[config.mk]
export PLATFORM = sky130hd
export DESIGN_NAME = gray_code_pixel_decoder_unit_flat
export DESIGN_NICKNAME = d
export VERILOG_FILES = /design/src/gcpd_pkg.sv /design/src/gcpd_if.sv /design/src/gcpd_front.sv /design/src/gcpd_queue.sv /design/src/gcpd_back.sv /design/src/gray_code_pixel_decoder_unit.sv /design/src/flat_wrapper.sv
export SDC_FILE = /design/constraint.sdc
export NUM_CORES = 1
export LEC_CHECK = 0
export BUFFER_PORTS_ARGS = -buffer_cell sky130_fd_sc_hd__buf_2
export CAP_MARGIN = 20
export CELL_PAD_IN_SITES_DETAIL_PLACEMENT = 1
export CELL_PAD_IN_SITES_GLOBAL_PLACEMENT = 1
export CORE_UTILIZATION = 40
export CTS_CLUSTER_SIZE = 20
export DETAILED_ROUTE_END_ITERATION = 6
export PLACE_DENSITY_LB_ADDON = 0.2
export SYNTH_ARGS = -nofsm -noshare
export SYNTH_HDL_FRONTEND = slang
export SYNTH_SLANG_ARGS = --single-unit
[constraint.sdc]
create_clock -name clock -period 5.4 [get_ports clock]
set_input_delay 0.54 -clock clock [delete_from_list [all_inputs] [get_ports clock]]
set_output_delay 0.54 -clock clock [all_outputs]
set_load 0.01 [all_outputs]
[src/gcpd_pkg.sv]
package gcpd_pkg;

   // Default width of the column and row accumulators.
   localparam int MAX_CODE_BITS_DEFAULT = 12;

   // Depth of the queue between the classifying front and the decoding back.
   localparam int QUEUE_DEPTH = 4;

   localparam int SAMPLE_W    = 8;
   localparam int THRESHOLD_W = 8;
   localparam int BITS_W      = 4;
   localparam int OFFSET_W    = 12;
   localparam int SIZE_W      = 13;
   localparam int COORD_W     = 12;
   localparam int CSR_INDEX_W = 3;
   localparam int CSR_DATA_W  = 13;

   typedef enum logic [CSR_INDEX_W-1:0] {
      CSR_SHADOW_THRESHOLD   = 3'd0,
      CSR_CONTRAST_THRESHOLD = 3'd1,
      CSR_COLUMN_BITS        = 3'd2,
      CSR_ROW_BITS           = 3'd3,
      CSR_COLUMN_OFFSET      = 3'd4,
      CSR_ROW_OFFSET         = 3'd5,
      CSR_PROJECTOR_WIDTH    = 3'd6,
      CSR_PROJECTOR_HEIGHT   = 3'd7
   } csr_index_type;

   typedef struct packed {
      logic [THRESHOLD_W-1:0] shadow_threshold;
      logic [THRESHOLD_W-1:0] contrast_threshold;
      logic [BITS_W-1:0]      column_bits;
      logic [BITS_W-1:0]      row_bits;
      logic [OFFSET_W-1:0]    column_offset;
      logic [OFFSET_W-1:0]    row_offset;
      logic [SIZE_W-1:0]      projector_width;
      logic [SIZE_W-1:0]      projector_height;
   } cfg_type;

   // One classified sample pair as it travels through the queue.
   typedef struct packed {
      logic start;         // reference pair, restarts the pixel
      logic pattern_gt;    // Gray bit: pattern brighter than inverse
      logic low_contrast;  // pattern and inverse too close together
      logic lit;           // white minus black above the shadow threshold
   } item_type;

endpackage

[src/gcpd_if.sv]
interface gcpd_req_if;
   logic                         valid;
   logic                         ready;
   logic                         start_of_pixel;
   logic [gcpd_pkg::SAMPLE_W-1:0] first_sample;
   logic [gcpd_pkg::SAMPLE_W-1:0] second_sample;

   modport source (output valid, start_of_pixel, first_sample, second_sample, input ready);
   modport sink   (input valid, start_of_pixel, first_sample, second_sample, output ready);
endinterface

interface gcpd_rsp_if;
   logic                         valid;
   logic                         ready;
   logic [gcpd_pkg::COORD_W-1:0] column;
   logic [gcpd_pkg::COORD_W-1:0] row;
   logic                         shadowed;
   logic                         decode_error;

   modport source (output valid, column, row, shadowed, decode_error, input ready);
   modport sink   (input valid, column, row, shadowed, decode_error, output ready);
endinterface

[src/gcpd_front.sv]
module gcpd_front (
   gcpd_req_if.sink            req_chan,
   input  gcpd_pkg::cfg_type   cfg,
   input  logic                queue_full,
   output logic                push,
   output gcpd_pkg::item_type  item
);

   logic [gcpd_pkg::SAMPLE_W-1:0]   abs_diff;
   logic [gcpd_pkg::SAMPLE_W+1:0]   black_plus_thr;

   assign req_chan.ready = !queue_full;
   assign push           = req_chan.valid && !queue_full;

   always_comb begin
      if (req_chan.first_sample > req_chan.second_sample) begin
         abs_diff = req_chan.first_sample - req_chan.second_sample;
      end else begin
         abs_diff = req_chan.second_sample - req_chan.first_sample;
      end
      black_plus_thr = {2'b00, req_chan.second_sample} + {2'b00, cfg.shadow_threshold};

      item.start        = req_chan.start_of_pixel;
      item.pattern_gt   = req_chan.first_sample > req_chan.second_sample;
      item.low_contrast = abs_diff < cfg.contrast_threshold;
      item.lit          = {2'b00, req_chan.first_sample} > black_plus_thr;
   end

endmodule

[src/gcpd_queue.sv]
module gcpd_queue (
   input  logic                clock,
   input  logic                reset,
   input  logic                push,
   input  gcpd_pkg::item_type  push_item,
   input  logic                pop,
   output gcpd_pkg::item_type  head_item,
   output logic                full,
   output logic                empty
);

   localparam int PTR_W = (gcpd_pkg::QUEUE_DEPTH > 1) ? $clog2(gcpd_pkg::QUEUE_DEPTH) : 1;
   localparam int CNT_W = $clog2(gcpd_pkg::QUEUE_DEPTH + 1);

   gcpd_pkg::item_type   entry_ff [gcpd_pkg::QUEUE_DEPTH];
   logic [PTR_W-1:0]     wr_ptr_ff, wr_ptr_in;
   logic [PTR_W-1:0]     rd_ptr_ff, rd_ptr_in;
   logic [CNT_W-1:0]     count_ff, count_in;

   assign full      = count_ff == CNT_W'(gcpd_pkg::QUEUE_DEPTH);
   assign empty     = count_ff == '0;
   assign head_item = entry_ff[rd_ptr_ff];

   always_comb begin
      wr_ptr_in = wr_ptr_ff;
      rd_ptr_in = rd_ptr_ff;
      count_in  = count_ff;
      if (push) begin
         wr_ptr_in = (wr_ptr_ff == PTR_W'(gcpd_pkg::QUEUE_DEPTH - 1)) ? '0 : wr_ptr_ff + 1'b1;
      end
      if (pop) begin
         rd_ptr_in = (rd_ptr_ff == PTR_W'(gcpd_pkg::QUEUE_DEPTH - 1)) ? '0 : rd_ptr_ff + 1'b1;
      end
      if (push && !pop) begin
         count_in = count_ff + 1'b1;
      end else if (pop && !push) begin
         count_in = count_ff - 1'b1;
      end
   end

   always_ff @(posedge clock) begin
      if (reset) begin
         wr_ptr_ff <= '0;
         rd_ptr_ff <= '0;
         count_ff  <= '0;
      end else begin
         wr_ptr_ff <= wr_ptr_in;
         rd_ptr_ff <= rd_ptr_in;
         count_ff  <= count_in;
      end
   end

   always_ff @(posedge clock) begin
      if (push) begin
         entry_ff[wr_ptr_ff] <= push_item;
      end
   end

   // The front must never offer an entry to a full queue, nor the back take from an empty one.
   a_no_overflow : assert property (@(posedge clock) disable iff (reset) full |-> !push)
      else $error("queue written while full");
   a_no_underflow : assert property (@(posedge clock) disable iff (reset) empty |-> !pop)
      else $error("queue read while empty");
   a_count_step : assert property (@(posedge clock) disable iff (reset)
      (push && !pop) |=> count_ff == $past(count_ff) + 1'b1)
      else $error("queue count did not follow a write");

endmodule

[src/gcpd_back.sv]
module gcpd_back #(
   parameter int MAX_CODE_BITS = gcpd_pkg::MAX_CODE_BITS_DEFAULT
) (
   input  logic                clock,
   input  logic                reset,
   input  gcpd_pkg::cfg_type   cfg,
   input  logic                queue_empty,
   input  gcpd_pkg::item_type  head_item,
   output logic                pop,
   gcpd_rsp_if.source          rsp_chan
);

   localparam int ACC_W   = MAX_CODE_BITS;
   localparam int PHASE_W = $clog2(2 * MAX_CODE_BITS + 1);
   localparam int DIFF_W  = ((ACC_W > gcpd_pkg::SIZE_W) ? ACC_W : gcpd_pkg::SIZE_W) + 1;

   logic [PHASE_W-1:0] phase_ff, phase_in;
   logic               running_ff, running_in;
   logic [ACC_W-1:0]   col_acc_ff, col_acc_in;
   logic [ACC_W-1:0]   row_acc_ff, row_acc_in;
   logic               error_ff, error_in;
   logic               shadow_ff, shadow_in;

   logic                          out_valid_ff, out_valid_in;
   logic [gcpd_pkg::COORD_W-1:0]  out_column_ff, out_column_in;
   logic [gcpd_pkg::COORD_W-1:0]  out_row_ff, out_row_in;
   logic                          out_shadow_ff, out_shadow_in;
   logic                          out_error_ff, out_error_in;

   logic [PHASE_W-1:0] col_bits_eff;
   logic [PHASE_W-1:0] row_bits_eff;
   logic               bin_bit;
   logic               last_pair;
   logic               err_total;
   logic [DIFF_W-1:0]  col_adj;
   logic [DIFF_W-1:0]  row_adj;
   logic               col_bad;
   logic               row_bad;

   function automatic logic [PHASE_W-1:0] eff_bits(input logic [gcpd_pkg::BITS_W-1:0] b);
      logic [PHASE_W-1:0] r;
      if (b == '0) begin
         r = PHASE_W'(1);
      end else if (int'(b) > MAX_CODE_BITS) begin
         r = PHASE_W'(MAX_CODE_BITS);
      end else begin
         r = PHASE_W'(b);
      end
      return r;
   endfunction

   // An entry leaves the queue whenever the result register can take a result.
   assign pop = !queue_empty && (!out_valid_ff || rsp_chan.ready);

   always_comb begin
      col_bits_eff = eff_bits(cfg.column_bits);
      row_bits_eff = eff_bits(cfg.row_bits);
      bin_bit      = running_ff ^ head_item.pattern_gt;
      last_pair    = phase_ff >= (col_bits_eff + row_bits_eff);

      phase_in   = phase_ff;
      running_in = running_ff;
      col_acc_in = col_acc_ff;
      row_acc_in = row_acc_ff;
      error_in   = error_ff;
      shadow_in  = shadow_ff;

      if (pop) begin
         if (head_item.start) begin
            shadow_in  = !head_item.lit;
            error_in   = 1'b0;
            running_in = 1'b0;
            col_acc_in = '0;
            row_acc_in = '0;
            phase_in   = PHASE_W'(1);
         end else if (phase_ff != '0) begin
            error_in = error_ff | head_item.low_contrast;
            if (phase_ff <= col_bits_eff) begin
               col_acc_in = (col_acc_ff << 1) | ACC_W'(bin_bit);
               running_in = (phase_ff == col_bits_eff) ? 1'b0 : bin_bit;
            end else begin
               row_acc_in = (row_acc_ff << 1) | ACC_W'(bin_bit);
               running_in = bin_bit;
            end
            if (last_pair) begin
               phase_in   = '0;
               running_in = 1'b0;
            end else begin
               phase_in = phase_ff + 1'b1;
            end
         end
      end

      col_adj   = DIFF_W'(col_acc_in) - DIFF_W'(cfg.column_offset);
      row_adj   = DIFF_W'(row_acc_in) - DIFF_W'(cfg.row_offset);
      col_bad   = col_adj[DIFF_W-1] || (col_adj >= DIFF_W'(cfg.projector_width));
      row_bad   = row_adj[DIFF_W-1] || (row_adj >= DIFF_W'(cfg.projector_height));
      err_total = error_in || col_bad || row_bad;

      out_valid_in  = out_valid_ff && !rsp_chan.ready;
      out_column_in = out_column_ff;
      out_row_in    = out_row_ff;
      out_shadow_in = out_shadow_ff;
      out_error_in  = out_error_ff;
      if (pop && !head_item.start && (phase_ff != '0) && last_pair) begin
         out_valid_in  = 1'b1;
         out_column_in = err_total ? '0 : col_adj[gcpd_pkg::COORD_W-1:0];
         out_row_in    = err_total ? '0 : row_adj[gcpd_pkg::COORD_W-1:0];
         out_shadow_in = shadow_in;
         out_error_in  = err_total;
      end
   end

   always_ff @(posedge clock) begin
      if (reset) begin
         phase_ff     <= '0;
         running_ff   <= 1'b0;
         col_acc_ff   <= '0;
         row_acc_ff   <= '0;
         error_ff     <= 1'b0;
         shadow_ff    <= 1'b0;
         out_valid_ff <= 1'b0;
      end else begin
         phase_ff     <= phase_in;
         running_ff   <= running_in;
         col_acc_ff   <= col_acc_in;
         row_acc_ff   <= row_acc_in;
         error_ff     <= error_in;
         shadow_ff    <= shadow_in;
         out_valid_ff <= out_valid_in;
      end
   end

   always_ff @(posedge clock) begin
      out_column_ff <= out_column_in;
      out_row_ff    <= out_row_in;
      out_shadow_ff <= out_shadow_in;
      out_error_ff  <= out_error_in;
   end

   assign rsp_chan.valid        = out_valid_ff;
   assign rsp_chan.column       = out_column_ff;
   assign rsp_chan.row          = out_row_ff;
   assign rsp_chan.shadowed     = out_shadow_ff;
   assign rsp_chan.decode_error = out_error_ff;

   // A failed decode always reports a zero position.
   a_error_zero : assert property (@(posedge clock) disable iff (reset)
      (out_valid_ff && out_error_ff) |-> (out_column_ff == '0 && out_row_ff == '0))
      else $error("decode error reported with a non-zero position");
   // Delivering a result returns the sequencer to waiting for a reference pair.
   a_idle_after_result : assert property (@(posedge clock) disable iff (reset)
      (pop && !head_item.start && phase_ff != '0 && last_pair) |=> phase_ff == '0)
      else $error("phase not cleared after the last pair");

endmodule

[src/gray_code_pixel_decoder_unit.sv]
// Gray-code structured-light pixel decoder. Each camera pixel is streamed in as sample-pair
// transactions on req_chan: a reference pair (start_of_pixel high, white then black), then
// column_bits column pattern/inverse pairs and row_bits row pairs, most significant first.
// After the last row pair one result transaction appears on rsp_chan carrying the decoded
// projector column and row (offsets removed, range checked against the projector size, both
// zero when decode_error is set) and the shadow flag. Pairs arriving while no pixel is open
// are dropped, and a new reference pair abandons any pixel in progress. The block takes one
// transaction per clock cycle while the queue is not full: the front stage classifies a pair in
// the cycle it is accepted, a four-entry queue holds classified pairs, and the back stage
// retires one pair per cycle into the result register while that register can take a result.
// A result is visible on rsp_chan in the cycle after its last pair leaves the queue.
// Configuration registers are written through the csr_ port and must only be changed while
// no pixel is open and the pipeline has drained.
module gray_code_pixel_decoder_unit #(
   parameter int MAX_CODE_BITS = gcpd_pkg::MAX_CODE_BITS_DEFAULT
) (
   input  logic                                clock,
   input  logic                                reset,
   gcpd_req_if.sink                            req_chan,
   gcpd_rsp_if.source                          rsp_chan,
   input  logic                                csr_write_enable,
   input  logic [gcpd_pkg::CSR_INDEX_W-1:0]    csr_index,
   input  logic [gcpd_pkg::CSR_DATA_W-1:0]     csr_write_data
);

   // Configuration register file. Each write takes the low bits of the write data that
   // fit the addressed register.
   gcpd_pkg::cfg_type cfg_ff, cfg_in;

   // Classified transaction passing from the front stage into the queue.
   gcpd_pkg::item_type front_item;
   gcpd_pkg::item_type head_item;
   logic               front_push;
   logic               queue_pop;
   logic               queue_full;
   logic               queue_empty;

   always_comb begin
      cfg_in = cfg_ff;
      if (csr_write_enable) begin
         case (gcpd_pkg::csr_index_type'(csr_index))
            gcpd_pkg::CSR_SHADOW_THRESHOLD: begin
               cfg_in.shadow_threshold = csr_write_data[gcpd_pkg::THRESHOLD_W-1:0];
            end
            gcpd_pkg::CSR_CONTRAST_THRESHOLD: begin
               cfg_in.contrast_threshold = csr_write_data[gcpd_pkg::THRESHOLD_W-1:0];
            end
            gcpd_pkg::CSR_COLUMN_BITS: begin
               cfg_in.column_bits = csr_write_data[gcpd_pkg::BITS_W-1:0];
            end
            gcpd_pkg::CSR_ROW_BITS: begin
               cfg_in.row_bits = csr_write_data[gcpd_pkg::BITS_W-1:0];
            end
            gcpd_pkg::CSR_COLUMN_OFFSET: begin
               cfg_in.column_offset = csr_write_data[gcpd_pkg::OFFSET_W-1:0];
            end
            gcpd_pkg::CSR_ROW_OFFSET: begin
               cfg_in.row_offset = csr_write_data[gcpd_pkg::OFFSET_W-1:0];
            end
            gcpd_pkg::CSR_PROJECTOR_WIDTH: begin
               cfg_in.projector_width = csr_write_data[gcpd_pkg::SIZE_W-1:0];
            end
            gcpd_pkg::CSR_PROJECTOR_HEIGHT: begin
               cfg_in.projector_height = csr_write_data[gcpd_pkg::SIZE_W-1:0];
            end
            default: begin
               cfg_in = cfg_ff;
            end
         endcase
      end
   end

   // Reset values give a 1024 by 768 projector with ten-bit codes and no thresholds.
   always_ff @(posedge clock) begin
      if (reset) begin
         cfg_ff.shadow_threshold   <= '0;
         cfg_ff.contrast_threshold <= '0;
         cfg_ff.column_bits        <= gcpd_pkg::BITS_W'(10);
         cfg_ff.row_bits           <= gcpd_pkg::BITS_W'(10);
         cfg_ff.column_offset      <= '0;
         cfg_ff.row_offset         <= '0;
         cfg_ff.projector_width    <= gcpd_pkg::SIZE_W'(1024);
         cfg_ff.projector_height   <= gcpd_pkg::SIZE_W'(768);
      end else begin
         cfg_ff <= cfg_in;
      end
   end

   // The front stage compares each pair against the thresholds as it is accepted.
   gcpd_front u_front (
      .req_chan   (req_chan),
      .cfg        (cfg_ff),
      .queue_full (queue_full),
      .push       (front_push),
      .item       (front_item)
   );

   // The queue lets the front keep accepting while the result register is held.
   gcpd_queue u_queue (
      .clock     (clock),
      .reset     (reset),
      .push      (front_push),
      .push_item (front_item),
      .pop       (queue_pop),
      .head_item (head_item),
      .full      (queue_full),
      .empty     (queue_empty)
   );

   // The back stage sequences the pixel, accumulates the binary code and finishes it.
   gcpd_back #(
      .MAX_CODE_BITS (MAX_CODE_BITS)
   ) u_back (
      .clock       (clock),
      .reset       (reset),
      .cfg         (cfg_ff),
      .queue_empty (queue_empty),
      .head_item   (head_item),
      .pop         (queue_pop),
      .rsp_chan    (rsp_chan)
   );

endmodule
[src/flat_wrapper.sv]
// flat-port wrapper written by rule: the top's interface ports become plain ports
module gray_code_pixel_decoder_unit_flat 
#(
   parameter int MAX_CODE_BITS = gcpd_pkg::MAX_CODE_BITS_DEFAULT
)
  (clock, reset, csr_write_enable, csr_index, csr_write_data, req_chan_valid, req_chan_start_of_pixel, req_chan_first_sample, req_chan_second_sample, req_chan_ready, rsp_chan_valid, rsp_chan_column, rsp_chan_row, rsp_chan_shadowed, rsp_chan_decode_error, rsp_chan_ready);
  gcpd_req_if req_chan_i ();
  gcpd_rsp_if rsp_chan_i ();
  input  logic clock;
  input  logic reset;
  input  logic csr_write_enable;
  input  logic [gcpd_pkg::CSR_INDEX_W-1:0] csr_index;
  input  logic [gcpd_pkg::CSR_DATA_W-1:0] csr_write_data;
  input wire logic [$bits(req_chan_i.valid)-1:0] req_chan_valid;
  input wire logic [$bits(req_chan_i.start_of_pixel)-1:0] req_chan_start_of_pixel;
  input wire logic [$bits(req_chan_i.first_sample)-1:0] req_chan_first_sample;
  input wire logic [$bits(req_chan_i.second_sample)-1:0] req_chan_second_sample;
  output wire logic [$bits(req_chan_i.ready)-1:0] req_chan_ready;
  output wire logic [$bits(rsp_chan_i.valid)-1:0] rsp_chan_valid;
  output wire logic [$bits(rsp_chan_i.column)-1:0] rsp_chan_column;
  output wire logic [$bits(rsp_chan_i.row)-1:0] rsp_chan_row;
  output wire logic [$bits(rsp_chan_i.shadowed)-1:0] rsp_chan_shadowed;
  output wire logic [$bits(rsp_chan_i.decode_error)-1:0] rsp_chan_decode_error;
  input wire logic [$bits(rsp_chan_i.ready)-1:0] rsp_chan_ready;
  assign req_chan_i.valid = req_chan_valid;
  assign req_chan_i.start_of_pixel = req_chan_start_of_pixel;
  assign req_chan_i.first_sample = req_chan_first_sample;
  assign req_chan_i.second_sample = req_chan_second_sample;
  assign req_chan_ready = req_chan_i.ready;
  assign rsp_chan_valid = rsp_chan_i.valid;
  assign rsp_chan_column = rsp_chan_i.column;
  assign rsp_chan_row = rsp_chan_i.row;
  assign rsp_chan_shadowed = rsp_chan_i.shadowed;
  assign rsp_chan_decode_error = rsp_chan_i.decode_error;
  assign rsp_chan_i.ready = rsp_chan_ready;
  gray_code_pixel_decoder_unit #(.MAX_CODE_BITS(MAX_CODE_BITS)) u_core (.clock(clock), .reset(reset), .req_chan(req_chan_i), .rsp_chan(rsp_chan_i), .csr_write_enable(csr_write_enable), .csr_index(csr_index), .csr_write_data(csr_write_data));
endmodule
After elaboration in Yosys (flattened, before gate mapping)
Memories as Yosys holds them, arrays and structs flattened. A register that Yosys moved wholly into a read port is not among the register bits. Cells that the tools add are included.

RAM bits: 16. Input port bits: 38. Memories kept: 1. Register bits after elaboration: 140.

Reductions and logical operators: 37. Order comparisons: 9. Equality and inequality tests: 11. Bitwise gates (word level): 4. Add/sub/neg operators: 11. Multiplexer cells: 35.

Memory list: u_core.u_queue.entry_ff (depth 4, width 4, read ports 1, clocked after memory_dff 1, wr ports 1, line gcpd_queue.sv:15) `gcpd_pkg::item_type entry_ff [gcpd_pkg::QUEUE_DEPTH];`.

Operators by type and width (number): 2-to-1 mux 12 bit (8); greater-or-equal comparator 14 x 13 -> 1 bit (2); subtractor 12 x 12 -> 13 bit (2); OR 12 x 1 -> 12 bit (2); 2-to-1 mux 5 bit (4); AND reduction 2 bit (9); subtractor 8 bit (2); equality test 3 bit, second input constant (5); 2-to-1 mux 1 bit (13); 2-to-1 mux 4 bit (3); adder 8 x 8 -> 9 bit (1); > comparator 8 x 9 -> 1 bit (1); > comparator 4 bit, second input constant (2); > comparator 8 bit (1); logical AND 1 bit (8); zero test 1 bit (8); zero test 4 bit (2); < comparator 8 bit (1); 2-to-1 mux 2 bit (4); 2-to-1 mux 8 bit (1); equality test 3 x 2 -> 1 bit, second input constant (2); zero test 3 bit (2); 2-to-1 mux 3 bit (2); adder 5 x 1 -> 5 bit, second input constant (1); 14 further kinds (21).

Longest topological paths before layout
Depth after elaboration: 13. Mapped depth: 28.

Modules after synthesis
A second synthesis with hierarchy kept.

Cells, all modules: 1073. Area total of the unflattened synthesis: 10197.3 um2.

Modules (own cells, without submodules): gcpd_back (area each 4870.9 um2, seq. area each 1441.4 um2, cells each 571, instances 1); gray_code_pixel_decoder_unit (area each 2994.1 um2, seq. area each 1481.4 um2, cells each 275, instances 1); gcpd_front (area each 1306.3 um2, seq. area each 0.0 um2, cells each 163, instances 1); gcpd_queue (area each 1026.0 um2, seq. area each 660.6 um2, cells each 64, instances 1).

Worst setup path before layout
Ideal clock, no wire load.

Kind: reg-to-reg. From: register u_core.cfg_ff[56] in the netlist's numbering. To: register u_core.u_back.out_column_ff (netlist bit u_core.u_back.rsp_chan.column[0]) (data pin). Data arrival time: 4.966 ns. Setup time: 0.268 ns. Stages on the path, launching flop included: 27. Slack: 0.166 ns. Cell sequence: dfxtp_1 o31ai_1 ha_1 nor3b_1 a21oi_1 nor2_1 o21ai_1 clkbuf_1 a22oi_1 ha_1 fa_1 nor2b_1 o21ai_0 a21oi_1 o21ai_0 a21boi_0 o21a_1 nor2_1 ha_1 o21ai_0 a21oi_1 o2111ai_1 o221ai_1 nand4bb_1 clkbuf_1 clkbuf_1 nor3_1.

Longest elaborated chain between the ends: 13.

Ends and longest elaborated chain: from (decl) (line gray_code_pixel_decoder_unit.sv:28) `gcpd_pkg::cfg_type cfg_ff, cfg_in;`; from (signal assigned) (line gray_code_pixel_decoder_unit.sv:85) `cfg_ff <= cfg_in;`; > comparator 4 bit (line gcpd_back.sv:44) `end else if (int'(b) > MAX_CODE_BITS) begin`; 2-to-1 mux 4 bit (line gcpd_back.sv:44); 2-to-1 mux 5 bit * (line gcpd_back.sv:42) `if (b == '0) begin`; <= comparator 5 bit * (line gcpd_back.sv:78) `if (phase_ff <= col_bits_eff) begin`; 2-to-1 mux 12 bit * (line gcpd_back.sv:78); 2-to-1 mux 12 bit * (line gcpd_back.sv:76) `end else if (phase_ff != '0) begin`; 2-to-1 mux 12 bit * (line gcpd_back.sv:69) `if (head_item.start) begin`; 2-to-1 mux 12 bit * (line gcpd_back.sv:68) `if (pop) begin`; subtractor 12 x 12 -> 13 bit * (line gcpd_back.sv:94) `col_adj = DIFF_W'(col_acc_in) - DIFF_W'(cfg.column_offset);`; net u_core.u_back.col_adj[10] (line gcpd_back.sv:35) `logic [DIFF_W-1:0] col_adj;`; greater-or-equal comparator 14 x 13 -> 1 bit * (line gcpd_back.sv:96) `col_bad = col_adj[DIFF_W-1] || (col_adj >= DIFF_W'(cfg.projector_width));`; logical OR 1 bit * (line gcpd_back.sv:96); logical OR 1 bit * (2 in series) (line gcpd_back.sv:98) `err_total = error_in || col_bad || row_bad;`; to (signal assigned) (line gcpd_back.sv:135) `out_column_ff <= out_column_in;`; to (decl) (line gcpd_back.sv:25) `logic [gcpd_pkg::COORD_W-1:0] out_column_ff, out_column_in;`.

Mark *: on every way through the listed nets, which the timed path passes. The rest lies on a longest branch. A chain may end at the register's enable or synchronous reset.

Worst setup path after layout
From: register u_core.cfg_ff[56] in the netlist's numbering. To: register u_core.u_back.out_column_ff (netlist bit u_core.u_back.rsp_chan.column[11]) (data pin).

Longest elaborated chain between the ends: 13.

Ends and longest elaborated chain: > comparator 4 bit (line gcpd_back.sv:44); 2-to-1 mux 4 bit (line gcpd_back.sv:44); 2-to-1 mux 5 bit * (line gcpd_back.sv:42); <= comparator 5 bit * (line gcpd_back.sv:78); 2-to-1 mux 12 bit * (line gcpd_back.sv:78); 2-to-1 mux 12 bit * (line gcpd_back.sv:76); 2-to-1 mux 12 bit * (line gcpd_back.sv:69); 2-to-1 mux 12 bit * (line gcpd_back.sv:68); net u_core.u_back.col_acc_in[3] (line gcpd_back.sv:19) `logic [ACC_W-1:0] col_acc_ff, col_acc_in;`; subtractor 12 x 12 -> 13 bit * (line gcpd_back.sv:94); net u_core.u_back.col_adj[11] (line gcpd_back.sv:35); greater-or-equal comparator 14 x 13 -> 1 bit (line gcpd_back.sv:96); logical OR 1 bit (line gcpd_back.sv:96); logical OR 1 bit (2 in series) (line gcpd_back.sv:98).

Marked as above.

==> metrics.log <==
INFO  metric dominantRegCellSynth = sky130_fd_sc_hd__dfxtp_1
INFO  metric floorplan.core_area = 22,800 um^2
INFO  metric total_setup_violations_reported_at_the_end_of_the_flow = 0
INFO  metric h_tree_level_count = 4
INFO  metric crit_start = u_core.cfg_ff[56]
INFO  metric ys_ff_latch = 158
INFO  metric grt_first_pass_wirelength = 40,000 um
INFO  metric run_status = finished clean
INFO  metric largest_clock_skew_in_the_final_design = 0.0145 ns
INFO  metric mappedNetlistArea = 9380 um^2
INFO  metric design.final.nets = 1,267
INFO  metric overall_power_of_the_completed_layout = 3.54 mW
INFO  metric critPathKind = flop to flop
INFO  metric hold_path_startpoint = req_chan_start_of_pixel
INFO  metric fin_setup_tns = 0 ns
INFO  metric cp-start-kind = flop
INFO  metric fp.dieH = 155 um
INFO  metric fp.dieArea = 24,100 um^2
INFO  metric worst-endpoint-required = 5.64 ns
INFO  metric timing.final.max_slew_violations = 0
INFO  metric regArea = 3590 um^2
INFO  metric synth_enable_flop_cells = 42
INFO  metric detailedRoute.firstPassIterationCount = 4
INFO  metric ctsRootBufferMaster = sky130_fd_sc_hd__clkbuf_16
INFO  metric layout_commonest_cell = sky130_fd_sc_hd__nand2_1
INFO  metric initial_antenna_violation_count = 4
INFO  metric critical-path-slowest-cell = sky130_fd_sc_hd__or4b_4
INFO  metric tritoncts = yes
INFO  metric yosysSeqAreaShare = 38.2%
INFO  metric layout_common_cells = sky130_fd_sc_hd__nand2_1 (164), sky130_fd_sc_hd__dfxtp_1 (114), sky130_fd_sc_hd__ha_1 (107), sky130_fd_sc_hd__a21oi_1 (104), sky130_fd_sc_hd__inv_1 (94)
INFO  metric count_of_buffers_inserted_at_the_top_level_ports = 65
INFO  metric leakage = 4.39 nW
INFO  metric grt.overflow.total = 0
INFO  metric clockBufferDepth = 2
INFO  metric routed-via-count = 7,578
INFO  metric final.min_clock_period = 5.13 ns
INFO  metric setup.worst_path.end_class = flop
INFO  metric drt_iter0_drc = 264
INFO  metric mappedNetlistNets = 1,198
INFO  metric synth_area_per_cell = 8.97 um^2
INFO  metric finalHoldViolCount = 0
INFO  metric drt_wl_total = 24,900 um
INFO  metric boundaryPins = 66
INFO  metric synth_top_area_share = 24.8%
INFO  metric cp.arrival = 5.38 ns
INFO  metric start_util = 41.0%
INFO  metric yosys.area.top_type = sky130_fd_sc_hd__dfxtp_1
INFO  metric chipWidth = 155 um
INFO  metric tritoncts_num_sinks = 158
INFO  metric timing.max_cap.violations = 0
INFO  metric timing_worst_slew_pin_value = 1.04 ns
INFO  metric synth.yosys.warnings = 0
INFO  metric first_global_vias = 7,849
INFO  metric row_count = 55
INFO  metric layout.filler_cells = 2,731
INFO  metric slew-limit-headroom = 30.2%
INFO  metric ys_top_cells_by_area = sky130_fd_sc_hd__dfxtp_1 (25%), sky130_fd_sc_hd__ha_1 (14%), sky130_fd_sc_hd__edfxtp_1 (13%)
INFO  metric timing.fmax = 0.195 GHz
INFO  metric detail-route-antenna-nets = 0
INFO  metric drc_errors = 0
INFO  metric avgRoutedWirePerCell = 17.2 um
INFO  metric r2r_start = u_core.cfg_ff[56]
INFO  metric cts_hold_buffers = 0
INFO  metric routed_via_count_divided_by_cell_count = 5.25
INFO  metric power_density = 326 nW/um^2
INFO  metric cp_max_fo = 7
INFO  metric global_route.usage.total = 21.3%
INFO  metric grt_max_degree = 48
INFO  metric synthArstFlopShare = 0%
INFO  metric synth_cells = 1,046
INFO  metric dp_hpwl = 18,900 um
INFO  metric vdd_ir_drop_max = 0.171 mV
INFO  metric drive_gt1_share = 15.2%
INFO  metric clk_pin_slew = 0.08 ns
INFO  metric ys_types = 65
INFO  metric final_gp_congestion = 0.860
INFO  metric min_period_over_period = 95.1%
INFO  metric rsz0062_at_grt = yes
INFO  metric multi_input_gate_area = 5350 um^2
INFO  metric min-delay-path-class = input port to flop
INFO  metric cp_slowest_stage_delay = 0.51 ns
INFO  metric insertion_delay = 0.43 ns
INFO  metric cts-buffers-inserted = 17
INFO  metric area.growth.synth_to_final = 15.7%
[what timing repair did]
action                                 CTS  global route
buffers inserted                         0             5
gates resized for setup                  3            25
setup endpoints to repair               24            25
endpoints found under the hold margin    0             0
pin swaps                                0             3
[critical path: cells and delay by family, from the launching register on]
| kind | cells | cell delay [ns] |
|---|---|---|
| XOR/XNOR | 1 | 0.15 |
| AO/OA/AOI/OAI | 9 | 1.29 |
| AND/OR/NAND/NOR | 9 | 1.82 |
| flip-flops | 1 | 0.35 |
| buffers and inverters | 3 | 0.46 |
| adder cells (fa/ha/maj) | 3 | 0.88 |
[final timing paths]
| path | end | slack, ns | cells past startpoint |
|---|---|---|---|
| worst min register to register | u_core.cfg_ff[35] | 0.46 | 2 |
| worst max-delay path | u_core.u_back.rsp_chan.column[11] | 0.27 | 25 |
| worst max register to register | u_core.u_back.rsp_chan.column[11] | 0.27 | 25 |
| worst min-delay path | u_core.u_queue.entry_ff[2][3] | 0.34 | 1 |
[kinds of logic after synthesis]
kind of cell	synth area share [%]
flops	38.2
compound gates	18.8
buf+inv	6.03
fa+ha+maj	15.8
xor+xnor	2.99
simple gates	16.0
mux	2.28
[where the power goes]
group	internal, mW	switching (mW)
clock network	0.661	0.564
registers	1.29	0.0432
logic	0.419	0.562
total	2.37	1.17
[per-stage QoR]
stage                     setup slack [ns]  hold WS, ns  utilization [%]  area [um^2]  cells
after floorplan                      0.166        0.433                -         9380   1046
after global placement             -0.0181        0.443             44.1        10100   1403
after global routing               -0.0757        0.330             47.5        10800   1441
final                                0.267        0.338             47.5        10800   1443
after detailed placement            -0.189        0.447             44.1        10100   1403
after CTS                           0.0324        0.329             46.8        10700   1435
[registers in the layout, indices dropped and copies added, names as in the netlist, 2 cells and up, named ones only]
name                           count
u_core.cfg_ff                     74
u_core.u_back.col_acc_ff          12
u_core.u_back.phase_ff             5
u_core.u_back.row_acc_ff          12
u_core.u_back.rsp_chan.column     12
u_core.u_back.rsp_chan.row        12
u_core.u_queue.count_ff            3
u_core.u_queue.entry_ff           16
u_core.u_queue.rd_ptr_ff           2
u_core.u_queue.wr_ptr_ff           2
[routing by layer]
metal	up-vias	global-route usage (%)	routed length, um
met5	-	0	27
met4	4	6.32	379
met3	24	4.18	679
met2	92	37.6	12200
met1	3651	26.2	11600
li1	3807	-	-
[final cells by class]
type,count,area share (%)
inverter,96,3.34
clock inverter,15,1.57
sequential,158,33.1
clock buffer,17,3.92
tap,313,3.61
multi-input combinational,747,49.3
timing repair buffer,95,5.14
antenna,2,0.0461
[cells in the mapped netlist (13+ instances only)]
cell	number
sky130_fd_sc_hd__o21a_1	15
sky130_fd_sc_hd__o21ai_0	31
sky130_fd_sc_hd__nor2_1	43
sky130_fd_sc_hd__clkbuf_1	31
sky130_fd_sc_hd__nor3_1	13
sky130_fd_sc_hd__nand2_1	164
sky130_fd_sc_hd__ha_1	107
sky130_fd_sc_hd__nor2b_1	18
sky130_fd_sc_hd__xnor2_1	20
sky130_fd_sc_hd__a22o_1	48
sky130_fd_sc_hd__inv_1	94
sky130_fd_sc_hd__a21oi_1	107
sky130_fd_sc_hd__dfxtp_1	116
sky130_fd_sc_hd__nor3b_1	21
sky130_fd_sc_hd__edfxtp_1	42
sky130_fd_sc_hd__a21o_1	18
No activity file was read; power rests on OpenSTA's default activity.
